**src/rtl/kmt_pkg.sv**
```systemverilog
// Shared types and constants for the keypad matrix key list tracker.
`timescale 1ns / 1ps

package kmt_pkg;

  localparam int unsigned POS_W  = 8;
  localparam int unsigned SLOT_W = 4;
  localparam int unsigned CODE_W = 8;
  localparam int unsigned HOLD_W = 16;
  localparam int unsigned TIME_W = 32;

  localparam logic [HOLD_W-1:0] HOLD_RESET = 16'd500;
  localparam logic [POS_W-1:0]  POS_NONE   = 8'hFF;

  typedef enum logic [1:0] {
    PH_IDLE     = 2'd0,
    PH_PRESSED  = 2'd1,
    PH_HOLD     = 2'd2,
    PH_RELEASED = 2'd3
  } phase_e;

  typedef struct packed {
    logic              scan_start;
    logic [2:0]        row;
    logic [3:0]        col;
    logic              key_closed;
    logic [CODE_W-1:0] key_code;
    logic [TIME_W-1:0] now_ms;
  } kmt_in_word_t;

  typedef struct packed {
    logic              state_changed;
    logic [SLOT_W-1:0] slot;
    logic [CODE_W-1:0] changed_code;
    logic [1:0]        new_state;
    logic              scan_activity;
  } kmt_out_word_t;

  typedef struct packed {
    logic load;
    logic search;
    logic commit;
  } kmt_cmd_t;

  typedef struct packed {
    logic skip;
    logic last;
  } kmt_status_t;

endpackage

```
**src/rtl/kmt_ctrl.sv**
```systemverilog
// Controller state machine: load, slot search sweep and commit.
`timescale 1ns / 1ps

module kmt_ctrl import kmt_pkg::*; (
  input  logic        clk_i,
  input  logic        rst_ni,
  input  logic        in_valid_i,
  input  logic        out_free_i,
  input  kmt_status_t status_i,
  output logic        in_stall_o,
  output kmt_cmd_t    cmd_o
);

  typedef enum logic [2:0] {
    ST_IDLE   = 3'b001,
    ST_SEARCH = 3'b010,
    ST_COMMIT = 3'b100
  } ctrl_state_e;

  ctrl_state_e state_q, state_d;

  always_comb begin
    state_d = state_q;
    cmd_o   = '0;
    case (state_q)
      ST_IDLE: begin
        if (in_valid_i) begin
          cmd_o.load = 1'b1;
          state_d    = ST_SEARCH;
        end
      end
      ST_SEARCH: begin
        if (status_i.skip) begin
          state_d = ST_COMMIT;
        end else begin
          cmd_o.search = 1'b1;
          if (status_i.last) begin
            state_d = ST_COMMIT;
          end
        end
      end
      ST_COMMIT: begin
        if (out_free_i) begin
          cmd_o.commit = 1'b1;
          state_d      = ST_IDLE;
        end
      end
      default: begin
        state_d = ST_IDLE;
      end
    endcase
  end

  assign in_stall_o = (state_q != ST_IDLE);

  always_ff @(posedge clk_i or negedge rst_ni) begin
    if (!rst_ni) begin
      state_q <= ST_IDLE;
    end else begin
      state_q <= state_d;
    end
  end

  a_commit_needs_room: assert property (@(posedge clk_i) disable iff (!rst_ni)
    cmd_o.commit |-> out_free_i)
    else $error("commit issued while output register is occupied");

  a_load_starts_search: assert property (@(posedge clk_i) disable iff (!rst_ni)
    cmd_o.load |=> (state_q == ST_SEARCH))
    else $error("load not followed by slot search");

endmodule

```
**src/rtl/kmt_dpath.sv**
```systemverilog
// Datapath: slot list, position search, phase update and hold timer.
`timescale 1ns / 1ps

module kmt_dpath import kmt_pkg::*; #(
  parameter int unsigned LIST_SLOTS = 10,
  parameter int unsigned MAX_ROWS   = 8,
  parameter int unsigned MAX_COLS   = 16
) (
  input  logic              clk_i,
  input  logic              rst_ni,
  input  kmt_cmd_t          cmd_i,
  input  kmt_in_word_t      in_word_i,
  input  logic [HOLD_W-1:0] hold_time_i,
  output kmt_status_t       status_o,
  output kmt_out_word_t     result_o
);

  localparam int unsigned IDX_W = (LIST_SLOTS > 1) ? $clog2(LIST_SLOTS) : 1;

  logic [CODE_W-1:0] code_q  [LIST_SLOTS];
  logic [POS_W-1:0]  pos_q   [LIST_SLOTS];
  phase_e            phase_q [LIST_SLOTS];
  logic              flag_q  [LIST_SLOTS];
  logic [TIME_W-1:0] hold_start_q;
  logic              activity_q;

  kmt_in_word_t      item_q;
  logic [IDX_W-1:0]  idx_q;
  logic              found_q, free_q;
  logic [IDX_W-1:0]  found_idx_q, free_idx_q;
  phase_e            found_phase_q;
  logic [CODE_W-1:0] found_code_q;

  logic              skip;
  logic [POS_W-1:0]  item_pos;
  logic [IDX_W-1:0]  sel_idx;
  phase_e            cur_phase, nx_phase;
  logic [TIME_W-1:0] elapsed;
  logic              apply, changed;
  logic [CODE_W-1:0] sel_code;

  assign skip = (item_q.key_code == '0) ||
                ({1'b0, item_q.row} >= 4'(MAX_ROWS)) ||
                ({1'b0, item_q.col} >= 5'(MAX_COLS));
  assign item_pos = POS_W'(int'(item_q.row) * MAX_COLS + int'(item_q.col));

  assign status_o.skip = skip;
  assign status_o.last = (idx_q == IDX_W'(LIST_SLOTS - 1));

  assign sel_idx   = found_q ? found_idx_q : free_idx_q;
  assign cur_phase = found_q ? found_phase_q : PH_IDLE;
  assign sel_code  = found_q ? found_code_q : item_q.key_code;
  assign elapsed   = item_q.now_ms - hold_start_q;

  always_comb begin
    nx_phase = cur_phase;
    case (cur_phase)
      PH_IDLE: begin
        if (item_q.key_closed) nx_phase = PH_PRESSED;
      end
      PH_PRESSED: begin
        if (elapsed > TIME_W'(hold_time_i)) begin
          nx_phase = PH_HOLD;
        end else if (!item_q.key_closed) begin
          nx_phase = PH_RELEASED;
        end
      end
      PH_HOLD: begin
        if (!item_q.key_closed) nx_phase = PH_RELEASED;
      end
      PH_RELEASED: begin
        nx_phase = PH_IDLE;
      end
      default: begin
        nx_phase = cur_phase;
      end
    endcase
  end

  assign apply   = !skip && (found_q || (item_q.key_closed && free_q));
  assign changed = apply && (nx_phase != cur_phase);

  always_comb begin
    result_o               = '0;
    result_o.scan_activity = activity_q | changed;
    if (changed) begin
      result_o.state_changed = 1'b1;
      result_o.slot          = SLOT_W'(sel_idx);
      result_o.changed_code  = sel_code;
      result_o.new_state     = nx_phase;
    end
  end

  always_ff @(posedge clk_i) begin
    if (cmd_i.load) begin
      item_q <= in_word_i;
    end
    if (cmd_i.search) begin
      if (!found_q && pos_q[idx_q] == item_pos) begin
        found_idx_q   <= idx_q;
        found_phase_q <= phase_q[idx_q];
        found_code_q  <= code_q[idx_q];
      end
      if (!free_q && code_q[idx_q] == '0) begin
        free_idx_q <= idx_q;
      end
    end
  end

  always_ff @(posedge clk_i or negedge rst_ni) begin
    if (!rst_ni) begin
      idx_q   <= '0;
      found_q <= 1'b0;
      free_q  <= 1'b0;
    end else if (cmd_i.load) begin
      idx_q   <= '0;
      found_q <= 1'b0;
      free_q  <= 1'b0;
    end else if (cmd_i.search) begin
      idx_q <= idx_q + 1'b1;
      if (pos_q[idx_q] == item_pos) found_q <= 1'b1;
      if (code_q[idx_q] == '0) free_q <= 1'b1;
    end
  end

  always_ff @(posedge clk_i or negedge rst_ni) begin
    if (!rst_ni) begin
      for (int i = 0; i < LIST_SLOTS; i++) begin
        code_q[i]  <= '0;
        pos_q[i]   <= POS_NONE;
        phase_q[i] <= PH_IDLE;
        flag_q[i]  <= 1'b0;
      end
      hold_start_q <= '0;
      activity_q   <= 1'b0;
    end else begin
      if (cmd_i.load && in_word_i.scan_start) begin
        for (int i = 0; i < LIST_SLOTS; i++) begin
          if (phase_q[i] == PH_IDLE) begin
            code_q[i] <= '0;
            pos_q[i]  <= POS_NONE;
            flag_q[i] <= 1'b0;
          end
        end
        activity_q <= 1'b0;
      end
      if (cmd_i.commit && apply) begin
        for (int i = 0; i < LIST_SLOTS; i++) begin
          if (IDX_W'(i) == sel_idx) begin
            phase_q[i] <= nx_phase;
            flag_q[i]  <= changed;
            if (!found_q) begin
              code_q[i] <= item_q.key_code;
              pos_q[i]  <= item_pos;
            end
          end
        end
        if (changed && nx_phase == PH_PRESSED) begin
          hold_start_q <= item_q.now_ms;
        end
      end
      if (cmd_i.commit && changed) begin
        activity_q <= 1'b1;
      end
    end
  end

  a_change_has_slot: assert property (@(posedge clk_i) disable iff (!rst_ni)
    (cmd_i.commit && changed) |-> (found_q || free_q))
    else $error("slot change without a matched or free slot");

endmodule

```
**src/rtl/keypad_matrix_key_list_tracker.sv**
```systemverilog
// Top level of the keypad matrix key list tracker with hold detection.
// Usage:
//   Input channel (in_valid_i / in_stall_o / in_word_i) takes one scanned key
//   position per word; scan_start marks the first position of a scan.
//   Output channel (out_valid_o / out_stall_i / out_word_o) returns exactly one
//   result word per input word, in order. The user must write hold_time through
//   cfg_we_i / cfg_wdata_i only while the block is idle (not enforced here).
// Timing:
//   An accepted word is searched against the slot list one slot per cycle and
//   is then committed once the output register is free; an ignored position
//   skips the search. One word is in work at a time; the next is accepted as
//   soon as the previous is committed.
// Reset:
//   All slots are empty and idle, the hold timer and scan activity are cleared,
//   and hold_time returns to 500 ms.
// Stall:
//   A finished result waits in the output register; the next word is still
//   accepted and searched, and its commit waits until the register frees up.
`timescale 1ns / 1ps

module keypad_matrix_key_list_tracker import kmt_pkg::*; #(
  parameter int unsigned LIST_SLOTS = 10,
  parameter int unsigned MAX_ROWS   = 8,
  parameter int unsigned MAX_COLS   = 16
) (
  input  logic              clk_i,
  input  logic              rst_ni,
  input  logic              in_valid_i,
  output logic              in_stall_o,
  input  kmt_in_word_t      in_word_i,
  output logic              out_valid_o,
  input  logic              out_stall_i,
  output kmt_out_word_t     out_word_o,
  input  logic              cfg_we_i,
  input  logic [HOLD_W-1:0] cfg_wdata_i
);

  logic [HOLD_W-1:0] hold_time_q;
  logic              out_valid_q;
  kmt_out_word_t     out_word_q;
  logic              out_free;
  kmt_cmd_t          cmd;
  kmt_status_t       status;
  kmt_out_word_t     result;

  assign out_free = !out_valid_q || !out_stall_i;

  kmt_ctrl u_ctrl (
    .clk_i      (clk_i),
    .rst_ni     (rst_ni),
    .in_valid_i (in_valid_i),
    .out_free_i (out_free),
    .status_i   (status),
    .in_stall_o (in_stall_o),
    .cmd_o      (cmd)
  );

  kmt_dpath #(
    .LIST_SLOTS (LIST_SLOTS),
    .MAX_ROWS   (MAX_ROWS),
    .MAX_COLS   (MAX_COLS)
  ) u_dpath (
    .clk_i       (clk_i),
    .rst_ni      (rst_ni),
    .cmd_i       (cmd),
    .in_word_i   (in_word_i),
    .hold_time_i (hold_time_q),
    .status_o    (status),
    .result_o    (result)
  );

  always_ff @(posedge clk_i or negedge rst_ni) begin
    if (!rst_ni) begin
      hold_time_q <= HOLD_RESET;
    end else if (cfg_we_i) begin
      hold_time_q <= cfg_wdata_i;
    end
  end

  always_ff @(posedge clk_i or negedge rst_ni) begin
    if (!rst_ni) begin
      out_valid_q <= 1'b0;
    end else if (cmd.commit) begin
      out_valid_q <= 1'b1;
    end else if (!out_stall_i) begin
      out_valid_q <= 1'b0;
    end
  end

  always_ff @(posedge clk_i) begin
    if (cmd.commit) begin
      out_word_q <= result;
    end
  end

  assign out_valid_o = out_valid_q;
  assign out_word_o  = out_word_q;

  a_commit_shows_result: assert property (@(posedge clk_i) disable iff (!rst_ni)
    cmd.commit |=> out_valid_o)
    else $error("committed result not presented");

  a_busy_after_accept: assert property (@(posedge clk_i) disable iff (!rst_ni)
    (in_valid_i && !in_stall_o) |=> in_stall_o)
    else $error("input accepted again before the word was processed");

endmodule

```
**config.mk**
```make
export PLATFORM = sky130hd
export DESIGN_NAME = keypad_matrix_key_list_tracker
export DESIGN_NICKNAME = d
export VERILOG_FILES = /design/src/rtl/kmt_pkg.sv /design/src/rtl/kmt_ctrl.sv /design/src/rtl/kmt_dpath.sv /design/src/rtl/keypad_matrix_key_list_tracker.sv
export SDC_FILE = /design/constraint.sdc
export NUM_CORES = 1
export LEC_CHECK = 0
export BUFFER_PORTS_ARGS = -buffer_cell sky130_fd_sc_hd__buf_2
export CAP_MARGIN = 20
export CORE_UTILIZATION = 51
export DETAILED_ROUTE_END_ITERATION = 7
export PLACE_DENSITY = 0.68
export SLEW_MARGIN = 20
export SYNTH_ARGS = -nofsm -noshare
export SYNTH_HDL_FRONTEND = slang
export SYNTH_SLANG_ARGS = --single-unit
```
**constraint.sdc**
```tcl
create_clock -name clk_i -period 7 [get_ports clk_i]
set_input_delay 0.35 -clock clk_i [delete_from_list [all_inputs] [get_ports clk_i]]
set_output_delay 0.35 -clock clk_i [all_outputs]
set_load 0.05 [all_outputs]
```
==> results of run 1 <==
==> cells in the final DEF, fill, tap and decap left out, types with 8 or more instances in the layout <==
| cell | n |
|---|---|
| a21o_1 | 8 |
| a21oi_1 | 48 |
| a22o_1 | 80 |
| a22oi_1 | 18 |
| buf_2 | 86 |
| buf_4 | 9 |
| clkbuf_16 | 36 |
| dfrtp_1 | 151 |
| dfstp_2 | 87 |
| dlygate4sd3_1 | 24 |
| edfxtp_1 | 82 |
| ha_1 | 49 |
| inv_1 | 61 |
| mux2_2 | 42 |
| mux2_4 | 29 |
| mux2i_1 | 15 |
| mux4_2 | 36 |
| nand2_1 | 99 |
| nand3_1 | 16 |
| nand4_1 | 16 |
| nor2_1 | 94 |
| nor3_1 | 20 |
| o21ai_0 | 61 |
| o22a_1 | 71 |
| or2_2 | 10 |
| xnor2_1 | 26 |
| xor2_1 | 10 |
==> timing repair <==
action,CTS,global route
hold endpoints to repair,61,2
gates resized for setup,0,0
hold buffers,22,2
buffers inserted,0,0
==> metrics by stage <==
step           utilization (%)  hold slack [ns]  total power, mW
2_1_floorplan                -          0.05441            3.431
3_3_place_gp             54.20           0.2528            3.824
3_5_place_dp             54.20           0.2538            3.857
4_1_cts                  58.70         0.001996            5.717
5_1_grt                  58.85         0.002453            5.997
6_report                 58.85          0.01373            5.686
==> registers in the layout, summed over array words and instances (netlist names), 2 cells and up <==
register / cells
u_dpath.code_q: 80
u_dpath.pos_q: 80
u_dpath.item_q: 48
u_dpath.hold_start_q: 32
u_dpath.phase_q: 20
hold_time_q: 16
out_word_o: 16
u_dpath.found_code_q: 8
u_dpath.found_idx_q: 4
u_dpath.free_idx_q: 4
u_dpath.idx_q: 4
u_ctrl.state_q: 3
u_dpath.found_phase_q: 2
==> power groups by stage <==
stage	Sequential [mW]	Combinational, mW	Clock [mW]
2_1_floorplan	2.25	1.18	0
3_3_place_gp	2.33	1.49	0
3_5_place_dp	2.34	1.52	0
4_1_cts	2.31	1.53	1.87
5_1_grt	2.34	1.70	1.96
6_report	2.31	1.54	1.84
==> layout make-up <==
class | instances | area [µm²]
flip-flops and latches | 321 | 8553
well taps | 396 | 495.5
multi-input cells | 844 | 6721
clock buffers | 45 | 954.7
clock inverters | 20 | 197.7
fillers | 2473 | 12550
repair buffers | 122 | 800.8
inverters | 62 | 232.7
==> cells by family (layout without fill, tap and decap cells) <==
group,Yosys count,in the layout,share of synthesized area [%]
flops,321,321,54.09
simple gates,294,294,8.586
buf+inv,139,249,3.474
mux,122,122,11.82
fa+ha+maj,50,50,4.004
xor+xnor,36,36,1.994
compound gates,342,342,16.03
==> layer usage <==
layer  wire [µm]  global-route usage, %  vias to the layer above  part of all wire, %
met3        1894                  4.263                       68                  5.1
met4         906                  7.016                        0                  2.4
met2       18530                  40.82                      297                   50
li1            -                      -                     5028                    -
met1       15730                  31.39                     5551                   42
met5           0                      0                        -                    0
==> worst max-delay path by stage <==
stage	endpoint	slack (ns)	cells after the start
floorplan	u_dpath.pos_q[10]	1.21	9
global placement	u_dpath.hold_start_q[0]	1.30	21
detailed placement	u_dpath.hold_start_q[0]	1.19	21
CTS	u_dpath.hold_start_q[31]	1.14	21
global route	u_dpath.hold_start_q[31]	0.72	21
finish	u_dpath.hold_start_q[31]	1.10	21
==> impl_metrics.py, run 1 <==
metrics = {
    "run_status": {
        "status": "finished, final reports clean",
    },
    "placed_design": {
        "port_buffers": 87,
        "dp_slack_ns": 1.187,
        "routabilityCongestion": 0.9268,
        "postPlaceCellArea_mm2": 0.01654,
        "placed_cells": 1720,
        "hpwlAfterDp_mm": 25.68,
    },
    "logic_synthesis": {
        "syn_inst": 1304,
        "synth.area.top_cells": "dfrtp_1 (24%), edfxtp_1 (16%), dfstp_2 (14%)",
        "ys.warnings.count": 0,
        "syn_nets": 1424,
        "synth_cell_types": 66,
        "synth_top_area_share_pct": 24.06,
        "synth_ff_type": "dfrtp_1",
        "yosysMostFrequentCell": "dfrtp_1",
        "synth_edf_count": 82,
        "synth.cell_area_mm2": 0.01581,
        "synth_area_leader_cell": "dfrtp_1",
        "ys_seq_area_share_pct": 54.09,
        "yosys-top-cells-count": "dfrtp_1 (152), nand2_1 (99), nor2_1 (94)",
        "async_flop_share_pct": 74.45,
        "synth-seq-cells": 321,
        "avgSynthCellArea_um2": 12.13,
    },
    "critical_path": {
        "crit_top_cell": "a21oi_1",
        "reg2reg_slack_ns": 1.10,
        "start_kind": "flip-flop",
        "end_kind": "flip-flop",
        "path_buf_inv": 2,
        "ff2ff_path_depth": 21,
        "crit_path_cell_trace": "inv_1 > ha_1 > fa_1 > nand2b_1 > a21oi_1 > nor2_1 > or4_1 > nand2_1 > xor2_1 > ha_1 > a21oi_1 > nand2_1 > a221oi_1 > a21oi_1 > a211oi_1 > nand4_1 > nor4_2 > a311oi_2 > nor4b_4 > buf_4 > mux2_2",
        "cp_max_fo": 32,
        "critPathKind": "flip-flop to flip-flop",
        "critical_path_required_ns": 7.40,
        "cp-startpoint": "u_dpath.item_q[0]",
        "cp_top_family": "simple AND/OR/NAND/NOR gates",
        "r2r_end": "u_dpath.hold_start_q[31]",
        "cp_slowest_stage_delay_ns": 0.60,
        "slowest_stage": "or4_1",
        "worstPathArrival_ns": 6.30,
        "r2r_start": "u_dpath.item_q[0]",
    },
    "clock_tree": {
        "cts_tree": "yes",
        "cts_root_buf": "clkbuf_16",
        "cts_max_level": 2,
        "cts_buffers": 36,
        "worstSkewPairLatency_ns": 0.52,
        "cts_num_sinks": 321,
        "path_clk_slew_ns": 0.06,
        "cts_buffer_depth": 3,
    },
    "routing": {
        "drtAntennaViolNets": 0,
        "viasPerCell": 6.046,
        "drcViolationCount": 0,
        "route.detailed.wl_per_inst_um": 20.47,
        "routed_wl_mm": 37.06,
        "vias": 10940,
        "dr.pass1.iters": 5,
        "first_iter_violations": 737,
    },
    "global_routing": {
        "grt_max_degree": 200,
        "track_usage_pct": 24.02,
        "grt_pass1_wl_mm": 59.58,
        "antenna_found_initial": 0,
        "grt_overflow_total": 0,
        "grt_pass1_vias": 11060,
    },
    "sta": {
        "period_share_pct": 84.35,
        "final-hold-violation-count": 0,
        "rsz0062_at_grt": "no",
        "final.setup.tns_ns": 0,
        "drv_slew": 0,
        "worst_pin_slew_ns": 1.143,
        "finalSetupViolCount": 0,
        "clock_skew_ns": 0.02006,
        "max_freq_mhz": 169.4,
        "finalCriticalPeriod_ns": 5.904,
        "max_slew_margin_pct": 23.50,
        "setup_ws_ns": 1.096,
    },
    "power_and_ir_drop": {
        "clockPowerShare_pct": 32.3,
        "p_per_area_mw_per_mm2": 316.7,
        "max-vdd-ir-drop_mv": 0.1476,
        "cellLeakagePower_nw": 7.308,
        "seqPwrFrac_pct": 40.7,
        "internal_power_mw": 3.810,
        "p_switching_mw": 1.875,
        "switching_share_pct": 32.98,
        "comb_power_share_pct": 27.0,
    },
    "final_layout": {
        "drive_gt1_share_pct": 26.03,
        "antenna_cells": 0,
        "fin_cells": 1810,
        "syn_to_final_growth_pct": 13.56,
        "num-nets-final": 1507,
        "finalInstanceArea_mm2": 0.01796,
    },
    "floorplan": {
        "dieArea_mm2": 0.03171,
        "dieHeight_um": 178.1,
        "num_io_pins": 88,
        "start_util_pct": 51.82,
        "core-area_mm2": 0.03051,
        "rows": 64,
        "die_width_um": 178.1,
    },
    "min_path": {
        "worstHoldStart": "in_word_i[41]",
        "min_path_cells": 1,
        "min_to": "u_dpath.item_q[41]",
        "hp-class": "input port to flip-flop",
    },
    "flow_run": {
        "maxCapViolCount": 0,
    },
}
(Power assumes the default switching activity.)
==> inputs of run 2 (changes only) <==
--- a/config.mk
+++ b/config.mk
@@ -9,7 +9,7 @@
 export CAP_MARGIN = 20
 export CORE_UTILIZATION = 51
 export DETAILED_ROUTE_END_ITERATION = 7
-export PLACE_DENSITY = 0.68
+export PLACE_DENSITY = 0.71
 export SLEW_MARGIN = 20
 export SYNTH_ARGS = -nofsm -noshare
 export SYNTH_HDL_FRONTEND = slang
==> constraint.sdc (replaced) <==
create_clock -name clk_i -period 5.4 [get_ports clk_i]
set_input_delay 0.27 -clock clk_i [delete_from_list [all_inputs] [get_ports clk_i]]
set_output_delay 0.27 -clock clk_i [all_outputs]
set_load 0.05 [all_outputs]
==> run 2 against run 1 <==
Net effect: clock-buffer cell count grew 3; combinational power grew 33%; highest routed layer unchanged; non-clock buffer count up 57; maximum frequency grew 13%; sequential power grew 31%.
==> impl_metrics.py, run 2 (same netlist as run 1, synthesis figures left out) <==
metrics = {
    "routing": {
        "dr.pass1.iters": 5,
        "vias": 11120,
        "drtAntennaViolNets": 0,
        "routed_wl_mm": 37.86,
        "viasPerCell": 5.957,
        "first_iter_violations": 773,
        "drcViolationCount": 0,
        "route.detailed.wl_per_inst_um": 20.28,
    },
    "global_routing": {
        "grt_util_met2_pct": 42.74,
        "grt_use_met3_pct": 3.240,
        "grt_pass1_wl_mm": 60.83,
        "gr-max-usage-layer": "met2",
        "use_met1_pct": 31.71,
        "grt_pass1_vias": 11480,
        "grt_max_degree": 118,
        "antenna_found_initial": 1,
        "track_usage_pct": 24.49,
        "grt_overflow_total": 0,
    },
    "final_layout": {
        "layout_top_registers": "u_dpath.code_q: 80 flops, u_dpath.pos_q: 80 flops, u_dpath.item_q: 48 flops",
        "final_common_cell": "dfrtp_1",
        "fin_cells": 1867,
        "regArea_mm2": 0.008553,
        "fillers": 2357,
        "num-nets-final": 1563,
        "mostFrequentLayoutCells": "dfrtp_1 (151), nand2_1 (99), nor2_1 (94), dfstp_2 (87), buf_2 (86)",
        "multiInputGateArea_mm2": 0.006766,
        "syn_to_final_growth_pct": 17.04,
        "drive_gt1_share_pct": 26.39,
        "utilization_pct": 60.65,
    },
    "placed_design": {
        "port_buffers": 87,
        "routabilityCongestion": 0.9001,
        "hpwlAfterDp_mm": 25.78,
        "placed_cells": 1731,
    },
    "critical_path": {
        "end_kind": "flip-flop",
        "crit_path_cell_trace": "inv_1 > ha_1 > fa_1 > nand2b_4 > a21oi_2 > nor2_1 > or4_4 > nand2_1 > xor2_1 > ha_1 > a21oi_1 > nand2_1 > a221oi_2 > a21oi_2 > a211oi_2 > nand4_1 > nor4_4 > a311oi_2 > nor4b_4 > buf_6 > clkbuf_16 > mux2_2",
        "cp_top_family": "simple AND/OR/NAND/NOR gates",
        "worstPathArrival_ns": 5.62,
        "cp_max_fo": 8,
        "critPathKind": "flip-flop to flip-flop",
        "cp_slowest_stage_delay_ns": 0.55,
        "slowest_stage": "or4_4",
        "critical_path_required_ns": 5.79,
        "path_buf_inv": 3,
        "start_kind": "flip-flop",
    },
    "floorplan": {
        "start_util_pct": 51.82,
        "die_width_um": 178.1,
        "dieArea_mm2": 0.03171,
        "rows": 64,
        "num_io_pins": 88,
        "dieHeight_um": 178.1,
        "core-area_mm2": 0.03051,
    },
    "clock_tree": {
        "cts_tree": "yes",
        "worstSkewPairLatency_ns": 0.52,
        "path_clk_slew_ns": 0.06,
        "cts_num_sinks": 321,
        "cts_max_level": 2,
        "cts_buffers": 35,
        "cts_root_buf": "clkbuf_16",
        "cts_buffer_depth": 3,
    },
    "sta": {
        "max_slew_margin_pct": 36.61,
        "max_freq_mhz": 191.4,
        "whs_ns": 0.03172,
        "finalCriticalPeriod_ns": 5.224,
        "finalSetupViolCount": 0,
        "worst_pin_slew_ns": 0.9509,
        "period_share_pct": 96.74,
        "clock_skew_ns": 0.02290,
        "drv_slew": 0,
        "final-hold-violation-count": 0,
    },
    "run_status": {
        "status": "finished, final reports clean",
    },
    "flow_run": {
        "maxCapViolCount": 0,
    },
    "min_path": {
        "hp-class": "input port to flip-flop",
    },
    "power_and_ir_drop": {
        "max-vdd-ir-drop_mv": 0.2006,
        "p_per_area_mw_per_mm2": 400.0,
        "cellLeakagePower_nw": 7.571,
    },
}
run 2: cell count changes in the layout (fill, tap and decap cells not counted), sizes merged:
cell / delta
buf: +15
diode: +1
clkbuf: +4
bufinv: -1
clkinvlp: -3
dlygate4sd3: +41
run 2: what timing repair did:
item                                    in CTS  in global routing
hold endpoints to repair                   106                  0
endpoints found under the setup margin       0                 32
buffers inserted                             0                  4
resized for setup                            0                 13
hold buffers                                65                  0
run 2: layout make-up:
type,count,area share (%)
Timing Repair Buffer,179,7.221
Multi-Input combinational cell,844,36.57
Sequential cell,321,46.22
Clock buffer,48,5.274
Tap cell,396,2.677
Clock inverter,16,0.7708
Antenna cell,1,0.01352
Inverter,62,1.258
run 2: final timing paths:
path	end	cells after the start	slack, ns	startpoint
worst max register to register	u_dpath.hold_start_q[0]	22	0.18	u_dpath.item_q[0]
worst min-delay path	out_valid_o	3	0.03	out_stall_i
worst min register to register	u_dpath.activity_q	2	0.48	u_dpath.activity_q
min in group asynchronous	u_dpath.code_q[6]	2	0.38	rst_ni
max in group asynchronous	u_dpath.phase_q[4]	3	3.60	rst_ni
worst max-delay path	u_dpath.hold_start_q[0]	22	0.18	u_dpath.item_q[0]
run 2: tightest hold or removal path, cell delays in order:
cell and delay [ns]:
buf_2 0.07, nand2_1 0.09, nand2_1 0.07
run 2: stage by stage:
| stage | power [mW] | cell area, µm² | setup WS (ns) | TNS (ns) |
|---|---|---|---|---|
| after global routing | 7.806 | 18510 | -0.1116 | -2.559 |
| final | 7.403 | 18510 | 0.1763 | 0 |
| after floorplan | 4.442 | 15820 | 0.5805 | 0 |
| after global placement | 4.979 | 16620 | 0.1564 | 0 |
| after detailed placement | 5.016 | 16620 | 0.06025 | 0 |
| after CTS | 7.398 | 18390 | 0.03498 | 0 |
run 2: where the power goes:
| part | switching (mW) | internal [mW] | total, mW |
|---|---|---|---|
| Clock | 0.955 | 1.37 | 2.32 |
| Combinational | 1.22 | 0.832 | 2.05 |
| Sequential | 0.270 | 2.76 | 3.03 |
run 2: layer usage:
| metal | share of wire, % | wire, µm | up-vias |
|---|---|---|---|
| met1 | 42 | 15800 | 5593 |
| met4 | 2.4 | 914 | 0 |
| met5 | 0 | 0 | - |
| li1 | - | - | 5130 |
| met3 | 4.6 | 1755 | 72 |
| met2 | 51 | 19380 | 327 |
